===== src/rtl/software_breakpoint_table_unit_assert.svh =====
// Assertion macros for the software breakpoint table unit.
// Included by RTL files that check their own logic; no other dependencies.
`ifndef SOFTWARE_BREAKPOINT_TABLE_UNIT_ASSERT_SVH
`define SOFTWARE_BREAKPOINT_TABLE_UNIT_ASSERT_SVH

`ifndef SYNTH
// Checked at clock edges outside reset.
`define SBT_ASSERT(label, prop, msg) \
   label: assert property (@(posedge clock) disable iff (reset) prop) else $error(msg);
// Checked at every clock edge, reset included.
`define SBT_ASSERT_ALWAYS(label, prop, msg) \
   label: assert property (@(posedge clock) prop) else $error(msg);
`else
`define SBT_ASSERT(label, prop, msg)
`define SBT_ASSERT_ALWAYS(label, prop, msg)
`endif

`endif


===== src/rtl/sbt_pkg.sv =====
// Types and constants for the software breakpoint table unit.
// No dependencies; imported by software_breakpoint_table_unit.
package sbt_pkg;

   localparam int SLOT_COUNT = 10;
   localparam int SLOT_IDX_W = (SLOT_COUNT > 1) ? $clog2(SLOT_COUNT) : 1;
   localparam logic [SLOT_IDX_W-1:0] LAST_SLOT = SLOT_IDX_W'(SLOT_COUNT - 1);

   localparam int CSR_INDEX_W = 1;

   localparam logic [31:0] TRAP_WORD_RESET     = 32'h7FE0_0008;
   localparam logic [31:0] WINDOW_OFFSET_RESET = 32'hA000_0000;

   localparam logic [1:0] STATUS_TRAP     = 2'd0;
   localparam logic [1:0] STATUS_RESTORED = 2'd1;
   localparam logic [1:0] STATUS_FULL     = 2'd2;
   localparam logic [1:0] STATUS_NONE     = 2'd3;

   typedef enum logic {
      OP_TOGGLE     = 1'b0,
      OP_REMOVE_ALL = 1'b1
   } sbt_op_type;

   typedef enum logic [CSR_INDEX_W-1:0] {
      CSR_TRAP_WORD     = 1'b0,
      CSR_WINDOW_OFFSET = 1'b1
   } sbt_csr_index_type;

   typedef enum logic {
      ST_IDLE = 1'b0,
      ST_SCAN = 1'b1
   } sbt_state_type;

   typedef struct packed {
      logic        operation;
      logic [31:0] code_address;
      logic [31:0] current_word;
   } sbt_req_type;

   typedef struct packed {
      logic [1:0]  status;
      logic        write_enable;
      logic [31:0] write_address;
      logic [31:0] write_data;
      logic        last;
   } sbt_rsp_type;

endpackage


===== src/rtl/software_breakpoint_table_unit.sv =====
// Software breakpoint table unit: slot table, scan sequencer and result register.
// Depends on sbt_pkg and software_breakpoint_table_unit_assert.svh.
//
// Usage:
//   req_*  : one transaction per command (toggle a breakpoint or remove all).
//   rsp_*  : memory-write results; each command ends with a result whose last is set.
//   csr_*  : register writes (index 0 trap word, index 1 write window offset),
//            always ready; write only while the unit is idle.
// One comparator walks the slot table, one slot per cycle unless the scan holds
// (see below). A command is taken in the idle state and then scans: a zero
// address ends on the first scan step, a hit on slot k ends at slot k, a miss
// or table full at the last slot. Remove-all emits one restore write per used
// slot as the scan passes it. The result is registered and shows on rsp_* the
// cycle after its scan step, and the unit takes no new command until its scan
// has ended and it is back in the idle state.
// When a result waits and rsp_ready is low, the scan holds at the slot that has a result to emit;
// a new command is still accepted while a finished result waits.
// Reset frees every slot, restores both registers to their defaults and drops
// any pending result.
`include "software_breakpoint_table_unit_assert.svh"

module software_breakpoint_table_unit (
   input  logic                                 clock,
   input  logic                                 reset,
   input  logic                                 req_valid,
   output logic                                 req_ready,
   input  sbt_pkg::sbt_req_type                 req_payload,
   output logic                                 rsp_valid,
   input  logic                                 rsp_ready,
   output sbt_pkg::sbt_rsp_type                 rsp_payload,
   input  logic                                 csr_valid,
   output logic                                 csr_ready,
   input  logic [sbt_pkg::CSR_INDEX_W-1:0]      csr_index,
   input  logic [31:0]                          csr_wdata
);
   import sbt_pkg::*;

   sbt_state_type           state_ff, state_in;
   logic [SLOT_IDX_W-1:0]   idx_ff, idx_in;
   logic                    free_found_ff, free_found_in;
   logic [SLOT_IDX_W-1:0]   free_idx_ff, free_idx_in;

   sbt_op_type              op_ff;
   logic [31:0]             addr_ff;
   logic [31:0]             word_ff;

   logic [31:0]             trap_word_ff;
   logic [31:0]             window_offset_ff;

   logic [SLOT_COUNT-1:0]   slot_valid_ff;
   logic [31:0]             slot_addr_ff [SLOT_COUNT];
   logic [31:0]             slot_word_ff [SLOT_COUNT];

   logic                    rsp_valid_ff, rsp_valid_in;
   sbt_rsp_type             rsp_ff, rsp_in;

   logic                    req_accept;
   logic                    out_free;
   logic                    cur_valid;
   logic [31:0]             cur_addr;
   logic [31:0]             cur_word;
   logic                    at_end;
   logic                    later_used;

   logic                    slot_set;
   logic [SLOT_IDX_W-1:0]   slot_set_idx;
   logic                    slot_clr;

   logic                    emit;
   logic [1:0]              emit_status;
   logic                    emit_we;
   logic [31:0]             emit_addr;
   logic [31:0]             emit_data;
   logic                    emit_last;
   logic [31:0]             emit_wr_addr;

   assign req_accept = req_valid && req_ready;
   assign out_free   = !rsp_valid_ff || rsp_ready;
   assign cur_valid  = slot_valid_ff[idx_ff];
   assign cur_addr   = slot_addr_ff[idx_ff];
   assign cur_word   = slot_word_ff[idx_ff];
   assign at_end     = (idx_ff == LAST_SLOT);
   assign csr_ready  = 1'b1;

   // any used slot beyond the current scan position
   always_comb begin
      later_used = 1'b0;
      for (int i = 0; i < SLOT_COUNT; i++) begin
         if ((SLOT_IDX_W'(i) > idx_ff) && slot_valid_ff[i]) begin
            later_used = 1'b1;
         end
      end
   end

   assign emit_wr_addr = emit_addr + window_offset_ff;

   always_comb begin
      state_in      = state_ff;
      idx_in        = idx_ff;
      free_found_in = free_found_ff;
      free_idx_in   = free_idx_ff;
      req_ready     = 1'b0;
      slot_set      = 1'b0;
      slot_set_idx  = idx_ff;
      slot_clr      = 1'b0;
      emit          = 1'b0;
      emit_status   = STATUS_NONE;
      emit_we       = 1'b0;
      emit_addr     = addr_ff;
      emit_data     = cur_word;
      emit_last     = 1'b1;

      unique case (state_ff)
         ST_IDLE: begin
            req_ready = 1'b1;
            if (req_valid) begin
               idx_in        = '0;
               free_found_in = 1'b0;
               state_in      = ST_SCAN;
            end
         end
         ST_SCAN: begin
            if (op_ff == OP_REMOVE_ALL) begin
               if (cur_valid) begin
                  if (out_free) begin
                     emit        = 1'b1;
                     emit_status = STATUS_RESTORED;
                     emit_we     = 1'b1;
                     emit_addr   = cur_addr;
                     emit_data   = cur_word;
                     emit_last   = !later_used;
                     slot_clr    = 1'b1;
                     if (later_used) begin
                        idx_in = idx_ff + SLOT_IDX_W'(1);
                     end else begin
                        state_in = ST_IDLE;
                     end
                  end
               end else if (at_end) begin
                  // table was empty: report nothing done
                  if (out_free) begin
                     emit     = 1'b1;
                     state_in = ST_IDLE;
                  end
               end else begin
                  idx_in = idx_ff + SLOT_IDX_W'(1);
               end
            end else if (addr_ff == '0) begin
               if (out_free) begin
                  emit     = 1'b1;
                  state_in = ST_IDLE;
               end
            end else if (cur_valid && (cur_addr == addr_ff)) begin
               if (out_free) begin
                  emit        = 1'b1;
                  emit_status = STATUS_RESTORED;
                  emit_we     = 1'b1;
                  emit_data   = cur_word;
                  slot_clr    = 1'b1;
                  state_in    = ST_IDLE;
               end
            end else begin
               // remember the lowest free slot
               if (!cur_valid && !free_found_ff) begin
                  free_found_in = 1'b1;
                  free_idx_in   = idx_ff;
               end
               if (at_end) begin
                  if (out_free) begin
                     emit     = 1'b1;
                     state_in = ST_IDLE;
                     if (free_found_ff || !cur_valid) begin
                        emit_status  = STATUS_TRAP;
                        emit_we      = 1'b1;
                        emit_data    = trap_word_ff;
                        slot_set     = 1'b1;
                        slot_set_idx = free_found_ff ? free_idx_ff : idx_ff;
                     end else begin
                        emit_status = STATUS_FULL;
                     end
                  end
               end else begin
                  idx_in = idx_ff + SLOT_IDX_W'(1);
               end
            end
         end
         default: begin
            state_in = ST_IDLE;
         end
      endcase

      rsp_valid_in = rsp_valid_ff && !rsp_ready;
      rsp_in       = rsp_ff;
      if (emit) begin
         rsp_valid_in         = 1'b1;
         rsp_in.status        = emit_status;
         rsp_in.write_enable  = emit_we;
         rsp_in.write_address = emit_we ? emit_wr_addr : '0;
         rsp_in.write_data    = emit_we ? emit_data : '0;
         rsp_in.last          = emit_last;
      end
   end

   always_ff @(posedge clock) begin
      if (reset) begin
         state_ff         <= ST_IDLE;
         idx_ff           <= '0;
         free_found_ff    <= 1'b0;
         rsp_valid_ff     <= 1'b0;
         slot_valid_ff    <= '0;
         trap_word_ff     <= TRAP_WORD_RESET;
         window_offset_ff <= WINDOW_OFFSET_RESET;
      end else begin
         state_ff      <= state_in;
         idx_ff        <= idx_in;
         free_found_ff <= free_found_in;
         rsp_valid_ff  <= rsp_valid_in;
         if (slot_clr) begin
            slot_valid_ff[idx_ff] <= 1'b0;
         end
         if (slot_set) begin
            slot_valid_ff[slot_set_idx] <= 1'b1;
         end
         if (csr_valid && csr_ready) begin
            unique case (sbt_csr_index_type'(csr_index))
               CSR_TRAP_WORD:     trap_word_ff     <= csr_wdata;
               CSR_WINDOW_OFFSET: window_offset_ff <= csr_wdata;
               default: ;
            endcase
         end
      end
   end

   // payload registers: no reset
   always_ff @(posedge clock) begin
      free_idx_ff <= free_idx_in;
      rsp_ff      <= rsp_in;
      if (req_accept) begin
         op_ff   <= sbt_op_type'(req_payload.operation);
         addr_ff <= req_payload.code_address;
         word_ff <= req_payload.current_word;
      end
      if (slot_set) begin
         slot_addr_ff[slot_set_idx] <= addr_ff;
         slot_word_ff[slot_set_idx] <= word_ff;
      end
   end

   assign rsp_valid   = rsp_valid_ff;
   assign rsp_payload = rsp_ff;

   `SBT_ASSERT(a_accept_starts_scan, req_accept |=> state_ff == ST_SCAN, "accept did not start scan")
   `SBT_ASSERT(a_idx_in_range, state_ff == ST_SCAN |-> idx_ff <= LAST_SLOT, "scan index out of range")
   `SBT_ASSERT(a_no_write_zero, rsp_valid && !rsp_payload.write_enable |-> rsp_payload.write_address == '0 && rsp_payload.write_data == '0, "result without write carries data")
   `SBT_ASSERT(a_write_status, rsp_valid && rsp_payload.write_enable |-> rsp_payload.status == STATUS_TRAP || rsp_payload.status == STATUS_RESTORED, "write with wrong status")
   `SBT_ASSERT(a_emit_needs_room, emit |-> out_free, "result register overwritten")
   `SBT_ASSERT_ALWAYS(a_reset_clears, reset |=> !rsp_valid && state_ff == ST_IDLE && slot_valid_ff == '0, "reset did not clear control state")

endmodule

===== config.mk =====
export PLATFORM = sky130hd
export DESIGN_NAME = software_breakpoint_table_unit
export DESIGN_NICKNAME = d
export VERILOG_FILES = /design/src/rtl/sbt_pkg.sv /design/src/rtl/software_breakpoint_table_unit.sv
export VERILOG_INCLUDE_DIRS = /design/src /design/src/rtl
export SDC_FILE = /design/constraint.sdc
export NUM_CORES = 1
export LEC_CHECK = 0
export BUFFER_PORTS_ARGS = -buffer_cell sky130_fd_sc_hd__buf_2
export CAP_MARGIN = 20
export CORE_UTILIZATION = 35
export DETAILED_ROUTE_END_ITERATION = 12
export GPL_TIMING_DRIVEN = 0
export SKIP_LAST_GASP = 1
export SYNTH_ARGS = -nofsm -noshare
export SYNTH_HDL_FRONTEND = slang
export SYNTH_SLANG_ARGS = --single-unit
export TNS_END_PERCENT = 1

===== constraint.sdc =====
create_clock -name clock -period 12.55 [get_ports clock]
set_input_delay 1.8825 -clock clock [delete_from_list [all_inputs] [get_ports clock]]
set_output_delay 1.8825 -clock clock [all_outputs]
set_load 0.01 [all_outputs]

==> metrics.csv, run 1 <==
metric,value,unit
drt_first_pass_iters,6,
cts_tree,built,
nets,2713,
status,completed,
hp-class,reg -> reg,
maxCapViolations,0,
grt_pass1_vias,21500,
irDropWorstVdd,96.1,uV
ctsResizeCount,0,
gp_congestion,0.913,
leakage,13.8,nW
cp-startpoint,idx_ff[1],
ys_ff_latch,862,
setup_viol,0,
die_h,321,um
antenna_found_initial,9,
hold_viol_final,0,
avgSynthCellArea,15.8,sq um
final_area,0.0420,sq mm
drt_wl_total,102000,um
worstPathArrival,8.09,ns
dpl_cell_area,0.0391,sq mm
synthTopCellsByArea,"edfxtp_1 65%, mux4_2 6.6%, dfxtp_1 4.8%, mux2i_1 3.8%, nand2_1 2.2%",
worst_r2r_path_depth,21,
power_density,146,mW/mm^2
grt_overflow_total,0,
syn_inst,2254,
grt_pass1_wl,147000,um
tightestPinTransition,1.03,ns
clock_latency,0.68,ns
htree_num_levels,3,
post-route-period-util,0.613,
numCtsBuffers,92,
ys_warn_count,0,
synth.top_cells.by_count,"777 x edfxtp_1, 210 x nand2_1, 135 x a21oi_1",
r2r_end,rsp_payload[63],
grt_max_degree,36,
drtIter0Drc,2274,
synth-async-reset-ratio,0,
rsz0062_at_grt,no,
numPortBuffers,171,
max_freq,130,MHz
hpwl,73000,um
num_vias,21600,
synth_edf_count,777,
cp.required,12.94,ns
r2r_start,idx_ff[1],
initial_core_util,0.355,
synth_area,0.0357,sq mm
synth_flop_cell,edfxtp_1,
placeableCoreArea,0.101,sq mm
synth_fp_nets,2393,
max_slew_margin,0.313,
power,6.14,mW
hold_buffers,0,
io_pins,174,
cts_buffer_depth,3,
wire_per_inst,25.4,um
ff2ff_setup_slack,4.85,ns
ant_nets,0,
yosysTopAreaCell,edfxtp_1,
drive_gt1_frac,0.211,
cp-end-kind,flip-flop,
slew_violations,0,
cp-endpoint,rsp_payload[63],
yosys.cell_types.count,75,
critPathKind,reg -> reg,
viasPerCell,5.40,
start_kind,flip-flop,
dieArea,0.103,sq mm
crit_fanout,10,
skew,0.0417,ns
die_width,321,um
period_needed,7.70,ns
seq_area_frac_synth,0.702,
yosysTopAreaCellShare,0.654,
synthToLayoutAreaGrowth,17.7,%
clock-sinks,862,
clkTransAtPathRegs,0.06,ns
drc,0,
post_cts_buffers,0,
rows,116,
cts_root_buf,clkbuf_16,
synth.most_common_cell,edfxtp_1,
grtUsageTotal,0.196,
==> report_power, final <==
group / total, mW / switching [mW] / internal (mW)
Sequential: 3.22 / 0.0567 / 3.16
Combinational: 0.309 / 0.185 / 0.124
Clock: 2.61 / 1.14 / 1.47
Total: 6.14 / 1.38 / 4.76
==> area by class of cell <==
cell class                 count  area [sq um]
fill                        9060         58600
sequential                   862         25000
multi-input combinational   1253         10100
clock buffer                 112          2400
tap                         1357          1700
timing repair buffer         226          1650
buffer                       116           582
clock inverter                55           478
inverter                      23          88.8
antenna                        1          2.50
==> worst max-delay path, cell delays in order, from the launching register on <==
cell	delay (ns)
dfxtp_1	0.43
clkbuf_1	0.42
inv_1	0.26
a2111oi_0	0.43
a2111o_1	0.32
a21oi_1	0.18
nand2_1	0.35
clkbuf_1	0.54
clkbuf_1	0.44
nand2_1	0.09
o21ai_0	0.30
ha_1	0.44
a21o_1	0.19
a21o_1	0.18
a221oi_1	0.36
nor2_1	0.12
o41ai_1	0.68
o221ai_1	0.38
o41ai_1	0.49
o21ai_0	0.22
xnor2_1	0.17
nor2_1	0.41
==> layout by cell type (no fill, tap or decap), drive strengths merged, types with 35 or more instances in the layout <==
master  count
a211oi     72
a21oi     135
buf       280
clkbuf    174
clkinv     42
dfxtp      85
edfxtp    777
ha         35
mux2i     137
mux4      104
nand2     210
nor2      117
nor2b      52
o21ai      40
==> registers in the layout, summed over array words and instances (netlist names), named ones only <==
| register | flops |
|---|---|
| rsp_payload | 68 |
| free_idx_ff | 4 |
| slot_valid_ff | 10 |
| idx_ff | 4 |
| rsp_valid | 1 |
| addr_ff | 32 |
| word_ff | 32 |
| slot_word_ff | 320 |
| free_found_ff | 1 |
| trap_word_ff | 32 |
| op_ff | 1 |
| state_ff | 1 |
| window_offset_ff | 32 |
| slot_addr_ff | 320 |
==> kinds of logic after synthesis <==
family,after synthesis,synth area share
flops,862,0.702
simple gates,492,0.0643
compound gates,395,0.0740
mux,270,0.114
buf+inv,139,0.0187
xor+xnor,59,0.0145
fa+ha+maj,36,0.0128
other cells,1,0.000105
==> per-stage QoR <==
step / hold slack [ns] / cells / setup TNS [ns] / worst slack [ns] / util
after floorplan: 0.429 / 2254 / 0 / 2.29 / -
after global placement: 0.442 / 3782 / -792.58 / -6.93 / 0.380
after detailed placement: 0.446 / 3837 / 0 / 4.51 / 0.389
after CTS: 0.457 / 4004 / 0 / 5.05 / 0.418
after global routing: 0.476 / 4004 / 0 / 4.43 / 0.418
final: 0.461 / 4005 / 0 / 4.85 / 0.418
==> routing by layer <==
metal  track usage  share of wire  vias up
met5             0        0.00023        -
met4        0.0593          0.025        4
met3        0.0382          0.081      163
met2         0.308           0.47      956
met1         0.274           0.43    11000
li1              -              -     9457
==> how the worst min path moves through the flow <==
stage / cells past startpoint / slack [ns] / endpoint / start
2_1_floorplan: 0 / 0.43 / free_idx_ff[3] / idx_ff[3]
6_report: 2 / 0.46 / trap_word_ff[20] / trap_word_ff[20]
3_3_place_gp: 2 / 0.44 / trap_word_ff[20] / trap_word_ff[20]
4_1_cts: 2 / 0.46 / trap_word_ff[19] / trap_word_ff[19]
3_5_place_dp: 0 / 0.45 / free_idx_ff[3] / idx_ff[3]
5_1_grt: 2 / 0.48 / trap_word_ff[20] / trap_word_ff[20]
Power figures use the tool's default switching activity.
==> run 2, diff against run 1 <==
- clock period: 12.55 -> 6.8 ns (I/O delays scaled with it)
==> metrics.csv, run 2 (same netlist as run 1, synthesis figures left out) <==
metric,value,unit
period_needed,6.51,ns
rsz0062_at_grt,yes,
finalSetupTns,0,ns
antenna_found_initial,5,
critPathTopFamily,compound AO/OA/AOI/OAI gates,
placeableCoreArea,0.101,sq mm
crit_buf_inv,5,
fin_hold_ws,0.463,ns
drt_first_pass_iters,7,
drc,0,
clock_latency,0.67,ns
nets,2703,
crit_top_cell,clkbuf_2,
dieArea,0.103,sq mm
hold_buffers,0,
crit_fanout,10,
die_width,321,um
synthToLayoutAreaGrowth,17.6,%
cp.required,7.18,ns
cts_buffer_depth,3,
io_pins,174,
nFillCells,8969,
cts_tree,built,
highest_layer,met5,
clock-sinks,862,
drtIter0Drc,2535,
dr_wl_met2,47400,um
hold_viol_final,0,
slowest_stage,a2111oi_2,
initial_core_util,0.355,
drt_wl_total,102000,um
clkTransAtPathRegs,0.06,ns
r2r_start,idx_ff[1],
hold_path_end,trap_word_ff[7],
irDropWorstVdd,171,uV
numCtsBuffers,87,
min_path_cells,2,
gp_congestion,0.921,
leakage,13.8,nW
hp-class,reg -> reg,
die_h,321,um
max_freq,154,MHz
wl_met3,7340,um
grt_pass1_vias,21400,
mostFrequentLayoutCells,"777 x edfxtp_1, 210 x nand2_1, 197 x buf_2",
dpl.cell_count,3831,
hpwl,72400,um
start_kind,flip-flop,
setup_viol,0,
fin_cells,3992,
drive_gt1_frac,0.215,
num_vias,21600,
post-route-period-util,0.958,
slew_violations,0,
worst_r2r_path_depth,21,
final_common_cell,edfxtp_1,
ff2ff_setup_slack,0.29,ns
min_from,trap_word_ff[7],
cts_root_buf,clkbuf_16,
grt_overflow_total,0,
final_util,0.417,
grt_pass1_wl,147000,um
worstPathArrival,6.89,ns
status,completed,
crit_chain,"clkbuf_2, inv_1, a2111oi_1, a2111o_1, a21oi_2, nand2_1, clkbuf_2, clkbuf_2, o21a_1, inv_1, ha_1, a21o_1, a21o_1, a2111oi_2, o31a_1, o21ai_0, a221o_1, a21oi_1, o31ai_1, mux2i_1, a21oi_1",
skew,0.0430,ns
max_stage_delay,0.47,ns
tightestPinTransition,1.09,ns
r2r_end,rsp_payload[64],
critPathKind,reg -> reg,
m1WireLength,44700,um
grtUsageTotal,0.195,
viasPerCell,5.42,
maxCapViolations,0,
power_density,267,mW/mm^2
diodes,0,
rows,116,
cp-end-kind,flip-flop,
ant_nets,0,
grt_max_degree,38,
wire_per_inst,25.5,um
max_slew_margin,0.271,
numPortBuffers,171,
htree_num_levels,3,
-- run 2: changes by cell type in the layout (fill, tap and decap cells not counted), moves of 3 or more --
cell        change
clkbuf_16       -6
clkbuf_2        +6
clkinv_1        -7
buf_12          -4
clkinvlp_4      +3
clkbuf_1        -6
buf_6           +9
buf_16          +3
buf_4          -14
-- run 2: area by class of cell --
type / instances / area, sq um / area share
multi-input combinational: 1253 / 10100 / 0.241
sequential: 862 / 25000 / 0.596
inverter: 23 / 88.8 / 0.00212
timing repair buffer: 222 / 1680 / 0.0400
buffer: 115 / 584 / 0.0139
clock inverter: 52 / 478 / 0.0114
tap: 1357 / 1700 / 0.0405
clock buffer: 108 / 2280 / 0.0542
-- run 2: metal layers --
layer / up-vias / track usage
met5: - / 0
met1: 11100 / 0.280
li1: 9427 / -
met4: 4 / 0.0514
met2: 938 / 0.308
met3: 145 / 0.0302
-- run 2: tightest hold or removal path, delay by kind of cell, from the launching register on --
family	cells	cell delay, ns
compound gates	1	0.06
flops	1	0.31
simple gates	1	0.05
-- run 2: how the worst max path moves through the flow --
stage / from / to / slack (ns) / cells past startpoint
CTS: idx_ff[1] / rsp_payload[58] / -0.08 / 21
detailed placement: idx_ff[1] / rsp_payload[63] / -0.64 / 21
floorplan: flip-flop / slot_valid_ff[6] / -2.28 / 11
finish: idx_ff[1] / rsp_payload[64] / 0.29 / 21
global placement: flip-flop / slot_valid_ff[6] / -11.68 / 13
global route: idx_ff[1] / rsp_payload[58] / -0.06 / 21
-- run 2: report_power, final --
group	internal [mW]	switching, mW	leakage (nW)
registers	5.83	0.106	7.65
logic	0.233	0.343	4.77
clock network	2.63	2.06	1.33
-- run 2: timing repair --
item / 4_1_cts / 5_1_grt
buffers inserted: 0 / 1
gates resized for setup: 7 / 13
pin swaps: 0 / 1
setup endpoints to repair: 11 / 15
cloned: 0 / 0
-- run 2: stage by stage --
stage | cell area, sq um | setup slack, ns | power, mW
finish | 42000 | 0.288 | 11.2
global route | 42000 | -0.0560 | 11.5
CTS | 41900 | -0.0793 | 11.3
detailed placement | 39100 | -0.636 | 6.62
floorplan | 35700 | -2.28 | 6.36
global placement | 38200 | -11.68 | 6.60
